$ cat src/cau_pkg.sv
// package for the complex arithmetic unit: command codes, widths, defaults
// no dependencies
package cau_pkg;

    localparam int DataW        = 32;
    localparam int CmdW         = 3;
    localparam int ExpW         = 5;
    localparam int MaxExpDef    = 16;
    localparam int FracBitsDef  = 16;

    typedef enum logic [CmdW-1:0] {
        CMD_ADD  = 3'd0,
        CMD_SUB  = 3'd1,
        CMD_MUL  = 3'd2,
        CMD_DIV  = 3'd3,
        CMD_CONJ = 3'd4,
        CMD_POW  = 3'd5
    } t_cmd;

    // classified word passed from front to back
    typedef struct packed {
        logic [CmdW-1:0]           cmd;
        logic signed [DataW-1:0]   ar;
        logic signed [DataW-1:0]   ai;
        logic signed [DataW-1:0]   br;
        logic signed [DataW-1:0]   bi;
        logic [6:0]                mults;   // complex multiplies still needed
    } t_job;

    typedef enum logic [2:0] {
        ST_IDLE,
        ST_MUL,
        ST_SUM,
        ST_DIV,
        ST_DONE
    } t_state;

    // clamp a 66-bit signed value to 32 bits
    function automatic logic [DataW:0] clamp66(input logic signed [65:0] v);
        logic [DataW:0] r;
        if (v > 66'sh7FFFFFFF)
            r = {1'b1, 32'h7FFFFFFF};
        else if (v < -66'sh80000000)
            r = {1'b1, 32'h80000000};
        else
            r = {1'b0, v[DataW-1:0]};
        return r;
    endfunction

endpackage

$ cat src/cau_front.sv
// front end: accepts a word, classifies it and computes the multiply count
// depends on cau_pkg
module cau_front #(
    parameter int MAX_EXPONENT = cau_pkg::MaxExpDef
) (
    input  logic                       i_clk,
    input  logic                       i_rst_n,
    input  logic                       i_valid,
    output logic                       o_stall,
    input  logic [cau_pkg::CmdW-1:0]   i_command,
    input  logic [cau_pkg::DataW-1:0]  i_a_real,
    input  logic [cau_pkg::DataW-1:0]  i_a_imag,
    input  logic [cau_pkg::DataW-1:0]  i_b_real,
    input  logic [cau_pkg::DataW-1:0]  i_b_imag,
    input  logic [cau_pkg::ExpW-1:0]   i_exponent,
    output logic                       o_job_valid,
    input  logic                       i_job_pop,
    output cau_pkg::t_job              o_job
);
    import cau_pkg::*;

    // two-entry queue
    t_job r_q [2];
    logic r_wp, r_rp;
    logic [1:0] r_cnt;
    t_job n_job;
    logic [6:0] w_ex, w_cap;
    logic w_push, w_pop;

    // classify: multiplies needed for power, one for multiply
    always_comb begin
        w_ex  = {2'b0, i_exponent};
        w_cap = (w_ex > 7'(MAX_EXPONENT)) ? 7'(MAX_EXPONENT) : w_ex;
        n_job.cmd = i_command;
        n_job.ar  = i_a_real;
        n_job.ai  = i_a_imag;
        n_job.br  = i_b_real;
        n_job.bi  = i_b_imag;
        n_job.mults = 7'd0;
        if (i_command == CMD_MUL)
            n_job.mults = 7'd1;
        else if (i_command == CMD_POW && w_cap > 7'd1) begin
            n_job.mults = w_cap - 7'd1;
            n_job.br = i_a_real;
            n_job.bi = i_a_imag;
        end
    end

    assign o_stall     = (r_cnt == 2'd2);
    assign w_push      = i_valid && !o_stall;
    assign o_job_valid = (r_cnt != 2'd0);
    assign w_pop       = i_job_pop && o_job_valid;
    assign o_job       = r_q[r_rp];

    always_ff @(posedge i_clk) begin
        if (w_push) r_q[r_wp] <= n_job;
    end

    always_ff @(posedge i_clk) begin
        if (!i_rst_n) begin
            r_wp <= 1'b0; r_rp <= 1'b0; r_cnt <= 2'd0;
        end else begin
            if (w_push) r_wp <= ~r_wp;
            if (w_pop)  r_rp <= ~r_rp;
            r_cnt <= r_cnt + {1'b0, w_push} - {1'b0, w_pop};
        end
    end

endmodule

$ cat config.mk
export PLATFORM = sky130hd
export DESIGN_NAME = cau_front
export DESIGN_NICKNAME = d
export VERILOG_FILES = /design/src/cau_pkg.sv /design/src/cau_front.sv
export SDC_FILE = /design/constraint.sdc
export NUM_CORES = 1
export LEC_CHECK = 0
export ABC_AREA = 1
export BUFFER_PORTS_ARGS = -buffer_cell sky130_fd_sc_hd__clkbuf_2
export CAP_MARGIN = 20
export CORE_MARGIN = 5
export CORE_UTILIZATION = 48
export CTS_CLUSTER_DIAMETER = 120
export CTS_CLUSTER_SIZE = 40
export DETAILED_ROUTE_END_ITERATION = 8
export PLACE_DENSITY = 0.78
export SYNTH_ARGS = -nofsm -noshare
export SYNTH_HDL_FRONTEND = slang
export SYNTH_SLANG_ARGS = --single-unit
export TNS_END_PERCENT = 50
$ cat constraint.sdc
create_clock -name i_clk -period 9.1 [get_ports i_clk]
set_clock_uncertainty 0.2 [all_clocks]
set_input_delay 2.73 -clock i_clk [delete_from_list [all_inputs] [get_ports i_clk]]
set_output_delay 2.73 -clock i_clk [all_outputs]
set_load 0.05 [all_outputs]
==> key figures, run 1 <==
Run status
  – Status: finished, final reports clean

Synth
  – Post-Synth XOR/XNOR Area: 0.00158
  – Synth warn: 0
  – Unique masters post-synth: 21
  – Post-Synth Simple-Gate Area: 0.0802
  – Synth area leaders: edfxtp_1 (74%), mux2_2 (14%), nand2_1 (7.2%)
  – Cells after Synth: 701
  – Area leader, netlist: edfxtp_1
  – Synth Area in Compound Gates: 0.00203
  – Sequential-to-total area share from yosys stat: 0.751
  – Net count after synthesis: roughly 850
  – Avg Cell Area, Syn: 15.8 um2
  – Post-Synth Adder-Cell Area: 0.00451
  – Main combinational cell family by area after synthesis: multiplexers
  – Mux contribution to synthesized area: 0.139
  – Mapped Area: about 11000 um2
  – Synth top area share: 0.742
  – Flops & latches, synth: 279

Power and ir drop
  – Pwr Total: about 3.7 mW
  – Clock Power Share: 0.154
  – Switch share: 0.398
  – Sequential Power Share: 0.464
  – IR drop worst, VDD: approximately 0.19 mV
  – Internal: 2.23 mW
  – Cell Pwr Density: ~290 nW/um2
  – Logic gate share of total power: 0.381
  – NetSw: 1.48 mW
  – LEAKAGE: 5.19 nW

Final layout
  – Antenna diode count: 0
  – Area grow syn2layout: 17.3%
  – Most common cell after layout, fill and taps aside: clkbuf_2
  – Layout cells sized above 1: 0.454
  – Fin nets: roughly 1.1k
  – Non-filler cells, final: 1257
  – Most frequent cells in the layout: clkbuf_2 (279), edfxtp_1 (274), nand2_1 (212), mux2_2 (137), nor2_1 (14)
  – FILL cells: between 1.5k and 2k

Clocking
  – Clk Tree Root Cell: clkbuf_16
  – H-Tree Depth: 1
  – Clock Latency Late Sink: around 0.48 ns
  – Clk sink count: ~280
  – Hold-fix buffers, CTS: 0
  – Clock transition at the registers of the reported paths: around 0.13 ns
  – # Post-CTS Setup Buffers: 0
  – Total CTS buffers: 10
  – CTS tree: yes
  – Maximum buffer depth of the clock tree: 3
  – Post-cts resize count: 0

Timing
  – Max-slew headroom: 0.320
  – RSZ-0062 raised after global routing: no
  – Max frequency: roughly 170 MHz
  – Final setup fails: 0
  – Period utilisation layout: 0.658
  – Max Slew Vio Count: 0
  – Final hold vios: 0
  – Worst-Margin Slew: ~1 ns
  – Final min period: 5.99 ns

Detailed routing
  – Routed Antenna Nets: 0
  – Initial detailed-routing violation count: 417
  – DRC violations left: 0
  – DR vias: between 6k and 7k
  – Drt pass-1 iters: 4
  – Routed wire per std cell: roughly 18 um
  – DRT Wirelength: 23000 um
  – Vias per inst: 5.11

Critical path
  – Crit start category: flop
  – CP required: around 6.2 ns
  – R2R depth: 4
  – Critical Path AT: between 3 and 4 ns
  – WS Path Type: flop to output pin
  – Crit path max fanout: 73
  – CP Capture Type: output pin

Floorplan
  – Die area: ~26000 um2
  – Die H: 162 um
  – Row cnt: 55
  – I/O pins: 280
  – Core ar.: approximately 23000 um2
  – Die X: ~160 um
  – Initial core utilization: 0.488

Placed design
  – Inst Count DP: 1242
  – Routability congestion estimate: approximately 0.8
  – Post-DP HPWL: 15200 um
  – Port buffer count: approximately 280

Hold path
  – HP Class: flop to flop
  – Hold depth: 2

Flow run
  – Max_cap viols: 0

Global route
  – Largest net degree at the start of global routing: 74
  – Vias in the first global route: approximately 6.7k
  – Global-route wire length before repair: ~35000 um
  – Tot GR Track Use: 0.168
  – Initial antenna violation count: 0
  – Grt ovf: 0
==> cells in the mapped netlist (all sizes together) <==
library cell,number
inv,11
nand3,2
ha,4
o21a,1
nor3,1
edfxtp,274
xor2,1
or2,1
mux2,137
nor2,17
o21ai,1
nand2,213
a21oi,2
xnor2,1
buf,30
dfxtp,5
==> layer usage <==
layer / wire (um) / up-vias / GRT usage
met2: 11500 / 211 / 0.290
met3: 1580 / 31 / 0.0368
met4: 425 / 0 / 0.0361
li1: - / 3043 / -
met5: 0 / - / 0
met1: 9550 / 3141 / 0.222
==> state kept, by name, summed over array words and instances, names as in the netlist, named ones only <==
name / flops
r_q: 274
r_wp: 1
r_cnt: 2
r_rp: 1
==> cells by family (layout without fill, tap and decap cells) <==
kind of cell               Yosys count  count (layout)
xor gates and xnor gates             2               2
buffers and inverters               41             312
muxes                              137             137
adders and majority gates            4               4
and+or+nand+nor                    234             234
AOI/OAI and AO/OA                    4               4
DFF                                279             279
==> through the flow <==
step	utilization	setup TNS, ns	area (um2)	worst slack [ns]	hold slack [ns]
detailed placement	0.560	0	12700	3.58	0.307
finish	0.573	0	13000	3.11	0.343
floorplan	-	-49.81	11100	-0.364	0.267
global placement	0.560	0	12700	3.56	0.281
global route	0.573	0	13000	2.92	0.383
CTS	0.573	0	13000	3.03	0.342
==> worst paths after layout <==
path | startpoint | slack [ns] | end
max reg2reg | r_cnt[1] | 6.11 | r_q[1][39]
min reg2reg | r_rp | 0.34 | r_rp
max | flop | 3.11 | o_job[121]
min | r_rp | 0.34 | r_rp
==> critical path: stages, from the launching register on <==
cell	delay, ns
dfxtp_4	1.01
buf_4	0.80
mux2_2	0.43
clkbuf_2	0.24
==> power groups by stage <==
stage / sequential, mW / clock, mW / combinational [mW]
5_1_grt: 1.74 / 0.639 / 1.48
4_1_cts: 1.73 / 0.587 / 1.43
3_5_place_dp: 1.76 / 0 / 1.42
3_3_place_gp: 1.75 / 0 / 1.41
2_1_floorplan: 1.73 / 0 / 1.14
6_report: 1.72 / 0.572 / 1.41
==> final cells by class <==
class	instances	area [um2]	area share
Sequential cell	279	8330	0.641
Multi-Input combinational cell	381	2540	0.195
Timing Repair Buffer	286	1450	0.111
Tap cell	285	357	0.0274
Clock buffer	15	290	0.0223
Inverter	11	41.3	0.00317
(Power assumes the default switching activity.)
==> run 2, diff against run 1 <==
- CORE_UTILIZATION: 48 -> 53
- PLACE_DENSITY: 0.78 -> 0.82
- clock period: 9.1 -> 6.3 ns (I/O delays scaled with it)
==> key figures, run 2 (synthesis gave the netlist of run 1 again) <==
Run status
  – Status: finished, final reports clean

Global route
  – Largest net degree at the start of global routing: ~140
  – Vias in the first global route: roughly 6.6k
  – Tot GR Track Use: 0.181
  – Initial antenna violation count: 0
  – Global-route wire length before repair: ~35000 um
  – Grt ovf: 0

Clocking
  – H-Tree Depth: 1
  – Clk sink count: ~280
  – Maximum buffer depth of the clock tree: 3
  – Total CTS buffers: 10
  – # Post-CTS Setup Buffers: 0
  – Clock Latency Late Sink: 0.49 ns
  – Clock transition at the registers of the reported paths: between 0.1 and 0.15 ns
  – Hold-fix buffers, CTS: 0
  – Post-cts resize count: 0
  – Clk Tree Root Cell: clkbuf_16
  – CTS tree: yes

Critical path
  – CP Buf/Inv Count: 2
  – Crit path max fanout: 52
  – Crit path max-delay family: flip-flops
  – Crit start category: flop
  – CP Capture Type: output pin
  – Crit-path cells: buf_4 > mux2_2 > clkbuf_2
  – Critical Path AT: roughly 2.5 ns
  – CP required: roughly 4.2 ns
  – Crit-path max cell delay: 0.86 ns
  – Slowest cell on the critical path: dfxtp_4
  – WS Path Type: flop to output pin

Floorplan
  – I/O pins: 280
  – Row cnt: 53
  – Die area: between 20000 and 25000 um2
  – Core ar.: roughly 21000 um2
  – Initial core utilization: 0.532
  – Die X: approximately 150 um
  – Die H: roughly 150 um

Placed design
  – Post-placement setup slack: 1.55 ns
  – Post-DP HPWL: 15200 um
  – Routability congestion estimate: just under 0.8
  – Port buffer count: 279
  – Inst Count DP: between 1k and 1.5k

Timing
  – Period utilisation layout: 0.730
  – Max frequency: roughly 220 MHz
  – Post-route setup TNS: 0 ns
  – Max-slew headroom: 0.296
  – Final setup fails: 0
  – Final min period: ~4.6 ns
  – Worst-Margin Slew: 1.06 ns
  – Final hold vios: 0
  – RSZ-0062 raised after global routing: no
  – Setup WS post-layout: 1.70 ns
  – Max Slew Vio Count: 0

Detailed routing
  – DRT Wirelength: ~23000 um
  – Initial detailed-routing violation count: around 360
  – Vias per inst: 5.17
  – Routed wire per std cell: 18.1 um
  – Routed Antenna Nets: 0
  – DRC violations left: 0
  – Drt pass-1 iters: 5
  – DR vias: 6441

Power and ir drop
  – LEAKAGE: between 5 and 6 nW
  – Cell Pwr Density: 411 nW/um2
  – IR drop worst, VDD: between 0.3 and 0.4 mV
  – Pwr Total: around 5.3 mW

Final layout
  – Most common cell after layout, fill and taps aside: clkbuf_2
  – Layout cells sized above 1: 0.456
  – Most frequent cells in the layout: clkbuf_2 (279), edfxtp_1 (274), nand2_1 (212), mux2_2 (137), nor2_1 (14)
  – Max reg flops: ~270
  – Top flop regs: r_q (274), r_cnt (2)
  – Area grow syn2layout: 17.4%
  – Largest Register: r_q
  – Antenna diode count: 0
  – Non-filler cells, final: around 1.2k
  – Fin nets: 1114

Flow run
  – Max_cap viols: 0

Hold path
  – HP Class: flop to flop
-- run 2: layout make-up --
class	instances	area (um2)
Clock buffer	12	279
Inverter	11	41.3
Tap cell	275	344
Fill cell	1556	7810
Multi-Input combinational cell	381	2540
Timing Repair Buffer	287	1480
Sequential cell	279	8330
-- run 2: final timing paths --
kind,startpoint,endpoint,slack (ns),cells after the start
max,flop,o_job[73],1.70,3
max reg2reg,r_cnt[0],r_q[1][101],3.89,3
min,r_rp,flop,0.34,3
min reg2reg,r_rp,flop,0.34,3
-- run 2: worst reg2reg max path, cell delays in order, from the launching register on --
cell and delay [ns]:
dfxtp_1 0.41, o21ai_0 0.34, nor2_4 0.20, buf_4 0.79
-- run 2: routing by layer --
metal | track usage | vias to the layer above | part of all wire
met1 | 0.233 | 3137 | 0.39
met4 | 0.0500 | 0 | 0.025
met2 | 0.316 | 223 | 0.52
li1 | - | 3045 | -
met5 | 0 | - | 0
met3 | 0.0361 | 36 | 0.070
-- run 2: power by group --
| group | total, mW | internal [mW] | switching (mW) |
|---|---|---|---|
| Clock | 0.810 | 0.319 | 0.490 |
| Combinational | 2.06 | 0.533 | 1.53 |
| Sequential | 2.47 | 2.37 | 0.101 |
-- run 2: stage by stage --
stage          utilization  hold WS, ns  area [um2]
2_1_floorplan            -        0.267       11100
3_3_place_gp         0.612        0.279       12700
3_5_place_dp         0.612        0.315       12700
4_1_cts              0.625        0.347       13000
5_1_grt              0.625        0.389       13000
6_report             0.625        0.343       13000
==> run 3, diff against run 2 <==
- ABC_AREA: 1 -> 0
- CORE_UTILIZATION: 53 -> 48
- PLACE_DENSITY: 0.82 -> 0.78
- clock period: 6.3 -> 3.9 ns (I/O delays scaled with it)
==> key figures, run 3 <==
Critical path
  – Crit path max fanout: 45
  – Slowest cell on the critical path: dfxtp_4
  – WS Path Type: flop to output pin
  – Crit start category: flop
  – CP required: around 2.5 ns
  – Crit path max-delay family: flip-flops
  – Critical Path AT: ~2.1 ns
  – Crit-path cells: buf_12 > mux2_2 > clkbuf_2
  – CP Buf/Inv Count: 2
  – CP Capture Type: output pin
  – Crit-path max cell delay: roughly 0.63 ns

Final layout
  – Fin nets: 974
  – Largest Register: r_q
  – Area grow syn2layout: 19.2%
  – Layout cells sized above 1: 0.595
  – FILL cells: 1737
  – Final Cell Area: between 10000 and 15000 um2
  – Most common cell after layout, fill and taps aside: clkbuf_2
  – Antenna diode count: 0
  – Non-filler cells, final: approximately 1.1k
  – Top flop regs: r_q (274), r_cnt (2)
  – Max reg flops: between 200 and 300
  – Most frequent cells in the layout: clkbuf_2 (279), edfxtp_1 (274), mux2_2 (185), mux2_1 (16), clkbuf_16 (11)

Timing
  – Max Slew Vio Count: 0
  – Max-slew headroom: 0.634
  – Final hold vios: 0
  – Final min period: between 3 and 4 ns
  – Final setup fails: 0
  – Post-route setup TNS: 0 ns
  – Worst-Margin Slew: approximately 0.55 ns
  – Fin Hold WS: 0.311 ns
  – Period utilisation layout: 0.891
  – Max frequency: approximately 290 MHz
  – RSZ-0062 raised after global routing: no

Clocking
  – Total CTS buffers: 10
  – Hold-fix buffers, CTS: 0
  – Clk sink count: ~280
  – CTS tree: yes
  – H-Tree Depth: 1
  – # Post-CTS Setup Buffers: 0
  – Clk Tree Root Cell: clkbuf_16
  – Clock Latency Late Sink: approximately 0.49 ns
  – Clock transition at the registers of the reported paths: between 0.1 and 0.15 ns
  – Maximum buffer depth of the clock tree: 3
  – Post-cts resize count: 0

Detailed routing
  – Routed Antenna Nets: 0
  – DRT Wirelength: about 22000 um
  – Drt pass-1 iters: 4
  – Vias per inst: between 5 and 6
  – DR vias: ~5.8k
  – Routed wire per std cell: about 20 um
  – DRC violations left: 0
  – Initial detailed-routing violation count: 357

Synth
  – Unique masters post-synth: 30
  – Synth area leaders: edfxtp_1 (75%), mux2_2 (19%), mux2_1 (1.6%)
  – Synth top area share: 0.747
  – Sequential-to-total area share from yosys stat: 0.756
  – Cells after Synth: 548
  – Post-synth EDFFs: approximately 270
  – Flops & latches, synth: 279
  – Share of flip-flops with an asynchronous set or reset: 0
  – Top FF cell, synth: edfxtp_1
  – Net count after synthesis: 692
  – Area leader, netlist: edfxtp_1
  – Avg Cell Area, Syn: approximately 20 um2
  – Most frequent cell after synthesis: edfxtp_1
  – Synth warn: 0
  – Top cells by count, synth: edfxtp_1 (274), mux2_2 (185), mux2_1 (16), clkbuf_1 (10), inv_1 (7)
  – Mapped Area: 11000 um2

Power and ir drop
  – Cell Pwr Density: between 600 and 700 nW/um2
  – Pwr Total: 9.17 mW
  – IR drop worst, VDD: around 0.43 mV
  – LEAKAGE: about 4.9 nW

Global route
  – Tot GR Track Use: 0.162
  – Global-route wire length before repair: between 30000 and 40000 um
  – Largest net degree at the start of global routing: between 70 and 80
  – Initial antenna violation count: 0
  – Grt ovf: 0
  – Vias in the first global route: between 6k and 7k

Placed design
  – Inst Count DP: between 1k and 1.5k
  – Post-DP HPWL: around 15000 um
  – Routability congestion estimate: ~0.74
  – Placed inst area: about 13000 um2
  – Port buffer count: 279

Run status
  – Status: finished, final reports clean

Floorplan
  – Die H: 162 um
  – Die area: between 20000 and 30000 um2
  – I/O pins: 280
  – Core ar.: between 20000 and 25000 um2
  – Die X: between 150 and 200 um
  – Initial core utilization: 0.487
  – Row cnt: 55

Hold path
  – HP Class: flop to flop

Flow run
  – Max_cap viols: 0
run 3: cell types whose count changed in the layout (fill, tap and decap cells not counted), moves of 3 or more:
| cell | change |
|---|---|
| nand2_1 | -210 |
| buf_12 | +5 |
| nand2b_1 | +3 |
| inv_1 | -4 |
| mux2_2 | +48 |
| mux2_1 | +16 |
| nor2_1 | -8 |
run 3: area by class of cell:
cell class              count  area [um2]  share of cell area
multi-input cells         239        2530               0.193
well taps                 285         357              0.0272
repair buffers            293        1590               0.121
clock buffers              14         287              0.0218
flip-flops and latches    279        8330               0.635
inverters                   7        31.3             0.00238
run 3: layer usage:
metal / track usage / part of all wire / vias up / routed length [um]
li1: - / - / 2698 / -
met1: 0.204 / 0.40 / 2879 / 8840
met2: 0.288 / 0.50 / 207 / 11000
met3: 0.0421 / 0.076 / 16 / 1670
met4: 0.0283 / 0.015 / 0 / 327
met5: 0 / 0 / - / 0
run 3: power by group:
part	switching (mW)	total (mW)	internal, mW
sequential	0.136	3.96	3.82
clock	0.799	1.32	0.523
combinational	2.82	3.89	1.07
total	3.76	9.17	5.41
run 3: cells by family after synthesis:
family / synth area share
flip-flops: 0.756
multiplexers: 0.205
XOR/XNOR: 0.00318
AO/OA/AOI/OAI: 0.00466
buffers and inverters: 0.0145
AND/OR/NAND/NOR: 0.0118
adder cells (fa/ha/maj): 0.00454
run 3: worst reg2reg max path: stages, from the launching register on:
cell and delay (ns):
dfxtp_1 0.39, nand2b_1 0.16, inv_1 0.07, or3_1 0.39
inv_6 0.44, buf_12 0.31
run 3: per-stage QoR:
stage	utilization	setup WS (ns)
global placement	0.567	0.775
floorplan	-	-1.01
global route	0.580	0.336
CTS	0.580	0.388
finish	0.580	0.425
detailed placement	0.567	0.705
run 3: worst paths after layout:
kind | startpoint | endpoint | slack, ns | depth (start not counted)
worst max register to register | r_cnt[0] | r_q[0][126] | 1.63 | 5
worst min register to register | r_wp | r_wp | 0.31 | 2
worst min-delay path | r_wp | r_wp | 0.31 | 2
worst max-delay path | flop | o_job[39] | 0.43 | 3
